==> src/hdl/u2u_pkg.sv <==
// u2u_pkg: shared types and constants for the utf-8 to ucs-2 decoder
// no dependencies
`default_nettype none

package u2u_pkg;

	localparam int unsigned LenW  = 3;
	localparam int unsigned CodeW = 16;

	localparam logic [LenW-1:0] LEN_NONE = 3'd0;
	localparam logic [LenW-1:0] LEN_ONE  = 3'd1;
	localparam logic [LenW-1:0] LEN_TWO  = 3'd2;
	localparam logic [LenW-1:0] LEN_THR  = 3'd3;
	localparam logic [LenW-1:0] LEN_FOUR = 3'd4;
	localparam logic [LenW-1:0] LEN_FIVE = 3'd5;
	localparam logic [LenW-1:0] LEN_SIX  = 3'd6;

	localparam logic [7:0] BYTE_NUL = 8'h00;

	typedef struct packed {
		logic [LenW-1:0]  remaining;
		logic [CodeW-1:0] partial;
		logic [LenW-1:0]  cur_len;
	} dec_state_t;

	typedef struct packed {
		logic [CodeW-1:0] code_unit;
		logic [LenW-1:0]  seq_length;
		logic             end_of_string;
		logic             bad_lead;
	} dec_result_t;

	typedef struct packed {
		logic [LenW-1:0]  len;
		logic [CodeW-1:0] payload;
		logic             bad;
	} lead_info_t;

endpackage

`default_nettype wire

==> src/hdl/u2u_lead_dec.sv <==
// u2u_lead_dec: classifies a lead byte into sequence length and payload bits
// depends on u2u_pkg
`default_nettype none

module u2u_lead_dec
	import u2u_pkg::*;
(
	input  wire logic [7:0] data,
	output lead_info_t      info
);

	always_comb begin
		info = '{len: LEN_NONE, payload: '0, bad: 1'b0};
		if (!data[7]) begin
			info.len     = LEN_ONE;
			info.payload = {8'd0, data};
		end else if (!data[5]) begin
			info.len     = LEN_TWO;
			info.payload = {11'd0, data[4:0]};
		end else if (!data[4]) begin
			info.len     = LEN_THR;
			info.payload = {12'd0, data[3:0]};
		end else if (!data[3]) begin
			info.len     = LEN_FOUR;
			info.payload = {13'd0, data[2:0]};
		end else if (!data[2]) begin
			info.len     = LEN_FIVE;
			info.payload = {14'd0, data[1:0]};
		end else if (!data[1]) begin
			info.len     = LEN_SIX;
			info.payload = {15'd0, data[0]};
		end else begin
			info.bad = 1'b1;
		end
	end

endmodule

`default_nettype wire

==> src/hdl/u2u_step.sv <==
// u2u_step: next-state and result logic for one byte of the stream
// depends on u2u_pkg and u2u_lead_dec
`default_nettype none

module u2u_step
	import u2u_pkg::*;
(
	input  wire logic [7:0] data,
	input  wire dec_state_t cur,
	output dec_state_t      nxt,
	output logic            emit,
	output dec_result_t     res
);

	lead_info_t lead;

	u2u_lead_dec u_lead (
		.data (data),
		.info (lead)
	);

	always_comb begin
		nxt  = cur;
		emit = 1'b0;
		res  = '{code_unit: '0, seq_length: LEN_NONE, end_of_string: 1'b0, bad_lead: 1'b0};
		if (cur.remaining != LEN_NONE) begin
			// shift in six payload bits, keep low 16
			nxt.partial   = {cur.partial[CodeW-7:0], data[5:0]};
			nxt.remaining = cur.remaining - 3'd1;
			if (cur.remaining == LEN_ONE) begin
				emit           = 1'b1;
				res.code_unit  = {cur.partial[CodeW-7:0], data[5:0]};
				res.seq_length = cur.cur_len;
				nxt.partial    = '0;
				nxt.cur_len    = LEN_NONE;
			end
		end else if (data == BYTE_NUL) begin
			emit              = 1'b1;
			res.end_of_string = 1'b1;
		end else if (lead.bad) begin
			emit         = 1'b1;
			res.bad_lead = 1'b1;
		end else if (lead.len == LEN_ONE) begin
			emit           = 1'b1;
			res.code_unit  = lead.payload;
			res.seq_length = LEN_ONE;
		end else begin
			nxt.partial   = lead.payload;
			nxt.cur_len   = lead.len;
			nxt.remaining = lead.len - 3'd1;
		end
	end

endmodule

`default_nettype wire

==> src/hdl/utf8_to_ucs2_decoder.sv <==
// utf8_to_ucs2_decoder: top level, one utf-8 byte in, one ucs-2 result per sequence
// depends on u2u_pkg and u2u_step
// path: the last byte of a sequence passes the input register, then its result is held in the result register
// throughput: one byte per cycle while out_ready takes results; input register and
// result register let a new byte enter while a result waits on out_ready, unless the held byte would emit a result too
// reset: asynchronous, clears valids and decode state to a sequence boundary
`default_nettype none

module utf8_to_ucs2_decoder
	import u2u_pkg::*;
(
	input  wire logic        clk,
	input  wire logic        arst_n,
	input  wire logic        in_valid,
	output logic             in_ready,
	input  wire logic [7:0]  in_byte,
	output logic             out_valid,
	input  wire logic        out_ready,
	output logic [15:0]      code_unit,
	output logic [2:0]       seq_length,
	output logic             end_of_string,
	output logic             bad_lead
);

	logic        valid_s1;
	logic [7:0]  byte_s1;
	dec_state_t  state_q;
	dec_state_t  state_nxt;
	logic        emit;
	dec_result_t res;
	dec_result_t res_q;
	logic        out_free;
	logic        advance;

	u2u_step u_step (
		.data (byte_s1),
		.cur  (state_q),
		.nxt  (state_nxt),
		.emit (emit),
		.res  (res)
	);

	assign out_free = !out_valid || out_ready;
	assign advance  = valid_s1 && (!emit || out_free);
	assign in_ready = !valid_s1 || advance;

	// input register
	always_ff @(posedge clk or negedge arst_n) begin
		if (!arst_n) begin
			valid_s1 <= 1'b0;
		end else if (in_ready) begin
			valid_s1 <= in_valid;
		end
	end

	always_ff @(posedge clk) begin
		if (in_ready && in_valid) begin
			byte_s1 <= in_byte;
		end
	end

	// decode state
	always_ff @(posedge clk or negedge arst_n) begin
		if (!arst_n) begin
			state_q <= '{remaining: LEN_NONE, partial: '0, cur_len: LEN_NONE};
		end else if (advance) begin
			state_q <= state_nxt;
		end
	end

	// result register
	always_ff @(posedge clk or negedge arst_n) begin
		if (!arst_n) begin
			out_valid <= 1'b0;
		end else if (out_free) begin
			out_valid <= advance && emit;
		end
	end

	always_ff @(posedge clk) begin
		if (advance && emit) begin
			res_q <= res;
		end
	end

	assign code_unit     = res_q.code_unit;
	assign seq_length    = res_q.seq_length;
	assign end_of_string = res_q.end_of_string;
	assign bad_lead      = res_q.bad_lead;

	a_rem_below_len: assert property (@(posedge clk) disable iff (!arst_n)
		state_q.remaining != LEN_NONE |-> state_q.remaining < state_q.cur_len)
		else $error("remaining count not below sequence length");

	a_rem_count: assert property (@(posedge clk) disable iff (!arst_n)
		advance && state_q.remaining != LEN_NONE |=>
		state_q.remaining == $past(state_q.remaining) - 3'd1)
		else $error("continuation did not decrement remaining count");

	a_flag_fields: assert property (@(posedge clk) disable iff (!arst_n)
		out_valid && (bad_lead || end_of_string) |->
		seq_length == LEN_NONE && code_unit == 16'd0 && !(bad_lead && end_of_string))
		else $error("marker result carries payload");

	a_no_overwrite: assert property (@(posedge clk) disable iff (!arst_n)
		out_valid && !out_ready |=> out_valid)
		else $error("pending result dropped");

endmodule

`default_nettype wire

==> config.mk <==
export PLATFORM = sky130hd
export DESIGN_NAME = utf8_to_ucs2_decoder
export DESIGN_NICKNAME = d
export VERILOG_FILES = /design/src/hdl/u2u_pkg.sv /design/src/hdl/u2u_lead_dec.sv /design/src/hdl/u2u_step.sv /design/src/hdl/utf8_to_ucs2_decoder.sv
export SDC_FILE = /design/constraint.sdc
export NUM_CORES = 1
export LEC_CHECK = 0
export ABC_CLOCK_PERIOD_IN_PS = 2430
export BUFFER_PORTS_ARGS = -buffer_cell sky130_fd_sc_hd__buf_2
export CORE_ASPECT_RATIO = 0.7
export CORE_UTILIZATION = 45
export DETAILED_ROUTE_END_ITERATION = 12
export GPL_TIMING_DRIVEN = 0
export MAX_ROUTING_LAYER = met4
export PLACE_DENSITY_LB_ADDON = 0.15
export SYNTH_ARGS = -nofsm -noshare
export SYNTH_HDL_FRONTEND = slang
export SYNTH_SLANG_ARGS = --single-unit
==> constraint.sdc <==
create_clock -name clk -period 2.43 [get_ports clk]
set_input_delay 0.243 -clock clk [delete_from_list [all_inputs] [get_ports clk]]
set_output_delay 0.243 -clock clk [all_outputs]
set_load 0.02 [all_outputs]
==> impl_metrics.py <==
metrics = {
    "floorplan": {
        "core.rowCount": 21,
        "die_w_um": 86.1,
        "core_area_mm2": 0.00476,
        "initial_core_util": 0.468,
        "fp.dieArea_mm2": 0.00524,
        "ios": 35,
        "dieHeight_um": 60.8,
    },
    "layout": {
        "layout-drive-gt1-share": 0.316,
        "antenna_cells": 0,
        "area_growth_pct": 26.8,
        "fillers": 397,
        "multi_input_area_um2": 848,
        "layout.nets": 263,
        "seq_area_mm2": 0.00132,
    },
    "setup_path": {
        "crit_slowest_cell": "or4_4",
        "endpoint_kind": "output pin",
        "cp_cell_sequence": "buf_4 > or4_4 > nor2_4 > o2111ai_4 > and2_4 > buf_6",
        "path_max_fanout": 5,
        "reg2reg_to": "state_q[11]$_DFFE_PN0P_",
        "r2r_cells": 8,
        "cp_slowest_stage_delay_ps": 540,
        "rrSetupSlack_ps": 100,
        "worstSetupEndpoint": "in_ready",
        "required_ps": 2190,
        "cp-start-kind": "flip-flop",
        "startpoint": "byte_s1[2]$_DFFE_PP_",
        "crit_arrival_ps": 2130,
        "r2r-start": "byte_s1[1]$_DFFE_PP_",
        "path_class": "flip-flop to output pin",
    },
    "logic_synthesis": {
        "synth_nets": 205,
        "ys_warn_count": 0,
        "synth-adder-area-share": 0.0281,
        "synth_area_leaders": "edfxtp_1, dfrtp_1, mux2i_1, nor2_1, ha_1",
        "synth_edf_count": 29,
        "synth_compound_area_frac": 0.123,
        "synth_seq_cells": 47,
        "avgSynthCellArea_um2": 11.8,
        "async_reset_ff_frac": 0.383,
        "syn_area_mm2": 0.00223,
        "synth_mux_area_frac": 0.0613,
        "synth_xor_area_frac": 0,
        "synth.distinct_cells": 47,
        "yosys.area_share.simple": 0.141,
        "netlist.top_cell.by_area": "edfxtp_1",
        "synth_top_family_by_area": "simple AND/OR/NAND/NOR gates",
        "synth_ff_type": "edfxtp_1",
        "ys_seq_area_frac": 0.594,
        "synth_cells": 188,
        "netlist.area_leader.share": 0.391,
    },
    "clock_tree": {
        "clkTransAtPathRegs_ps": 80,
        "htree_levels": 2,
        "ctsRootBufferMaster": "clkbuf_8",
        "cts_made_buffers": 5,
        "insertion_delay_ps": 300,
        "cts_tree": "done",
        "clockBufferDepth": 2,
        "cts_sinks": 47,
    },
    "routing": {
        "wl_mm": 4.56,
        "drc": 0,
        "vias_per_cell": 5.13,
        "drt-initial-drc-count": 105,
        "drtPass1Iterations": 4,
        "vias": 1622,
        "wl_per_cell_um": 14.4,
        "postRouteAntennaNets": 0,
    },
    "run_status": {
        "status": "completed",
    },
    "placed_design": {
        "portBuffers": 34,
        "post-place-ws_ps": -175,
        "dpl.hpwl_mm": 3.02,
        "gp_congestion": 0.856,
    },
    "power_and_ir_drop": {
        "p_total_uw": 2730,
        "ir_drop_uv": 388,
        "leakage_uw": 0.00122,
        "power.density_mw_per_mm2": 969,
    },
    "sta": {
        "timing.fmax_mhz": 421,
        "finalSetupViolations": 0,
        "rsz0062_at_grt": "true",
        "holdWs_ps": 117,
        "fin_crit_sh": 0.978,
        "tightest_slew_ps": 503,
        "fin_skew_ps": 7.17,
        "layout_min_cycle_time_ps": 2380,
        "drv_slew": 0,
        "maxSlewHeadroom": 0.665,
        "finalHoldViolations": 0,
        "setup_ws_ps": 54.7,
    },
    "global_routing": {
        "grt_max_degree": 22,
        "grt_first_pass_wirelength_mm": 7.15,
        "grtUsageTotal": 0.191,
        "overflow": 0,
        "antenna_found_initial": 0,
        "grt_pass1_vias": 1461,
    },
    "hold_path": {
        "hp-class": "input port to flip-flop",
        "whs_path_depth": 1,
    },
    "job": {
        "max_cap_violations": 0,
    },
}
## metrics by stage
step | util | cell area, um2 | setup TNS (ps) | std cells
floorplan | - | 2230 | 0 | 188
global placement | 0.522 | 2480 | -3400 | 291
detailed placement | 0.522 | 2480 | -3840 | 291
CTS | 0.563 | 2680 | 0 | 303
global route | 0.594 | 2820 | -42.9 | 316
finish | 0.594 | 2820 | 0 | 316
## power by group
part	internal (uW)	switching, uW	total (uW)
Clock	411	254	665
Combinational	351	551	902
Sequential	1080	91.4	1170
## metal layers
layer / wire length (um) / vias up / global-route usage
li1: - / 796 / -
met1: 2240 / 768 / 0.270
met2: 1960 / 51 / 0.272
met3: 307 / 7 / 0.0517
met4: 48 / 0 / 0.0500
met5: 0 / - / -
## critical path: cells and delay by family, from the launching register on
kind            cells  cell delay, ps
simple gates        3             930
flops               1             460
compound gates      1             140
buf+inv             2             310
## cells by family after synthesis
logic type	Yosys count
AOI/OAI and AO/OA	38
DFF	47
and+or+nand+nor	60
buffers and inverters	25
adders and majority gates	5
muxes	13
## repair_timing
action                                  CTS  global route
pin swaps                                 1             6
endpoints found under the setup margin   32            20
hold endpoints to repair                 18             0
buffers inserted                          3            14
hold buffers                              1             0
resized for setup                         8            10
## layout by cell type, fill, tap and decap left out, types with 4 or more instances in the layout
cell type	netlist	layout
ha_1	5	4
clkbuf_8	0	5
mux2i_1	11	11
o21ai_0	8	8
a21oi_1	7	7
buf_4	0	17
buf_6	3	5
clkbuf_1	5	5
and2_1	6	5
buf_2	1	33
nand2_1	14	13
dfrtp_1	18	18
nor2_1	17	16
edfxtp_1	29	29
inv_1	16	16
## sequential cells by signal, indices dropped and copies added (netlist names)
signal and flops:
bad_lead 1, valid_s1 1, end_of_string 1, code_unit 16, byte_s1 8, out_valid 1, seq_length 3, state_q 16
## cell type report
cell class,count,area share
well taps,69,0.0306
clock inverters,2,0.0213
flip-flops and latches,47,0.468
clock buffers,6,0.0257
plain buffers,8,0.0213
repair buffers,52,0.111
multi-input cells,116,0.301
inverters,16,0.0213
## how the worst min path moves through the flow
stage,startpoint,to
finish,in_byte[1],byte_s1[1]$_DFFE_PP_
global route,in_byte[7],byte_s1[7]$_DFFE_PP_
CTS,in_byte[5],byte_s1[5]$_DFFE_PP_
detailed placement,arst_n,state_q[20]$_DFFE_PN0P_
global placement,arst_n,out_valid$_DFFE_PN0P_
floorplan,arst_n,out_valid$_DFFE_PN0P_
## cells in the mapped netlist, types with 2 or more instances
| cell type | number |
|---|---|
| edfxtp_1 | 29 |
| dfrtp_1 | 18 |
| nor2_1 | 17 |
| inv_1 | 16 |
| nand2_1 | 14 |
| mux2i_1 | 11 |
| o21ai_0 | 8 |
| a21oi_1 | 7 |
| and2_1 | 6 |
| clkbuf_1 | 5 |
| ha_1 | 5 |
| and3_1 | 3 |
| buf_6 | 3 |
| nor4_1 | 3 |
| o221ai_1 | 3 |
| a22o_1 | 2 |
| a32oi_1 | 2 |
| nand2b_1 | 2 |
| nand3_1 | 2 |
| nand3b_1 | 2 |
| nor2b_1 | 2 |
| nor3b_1 | 2 |
| or4_1 | 2 |
Power figures use the tool's default switching activity.
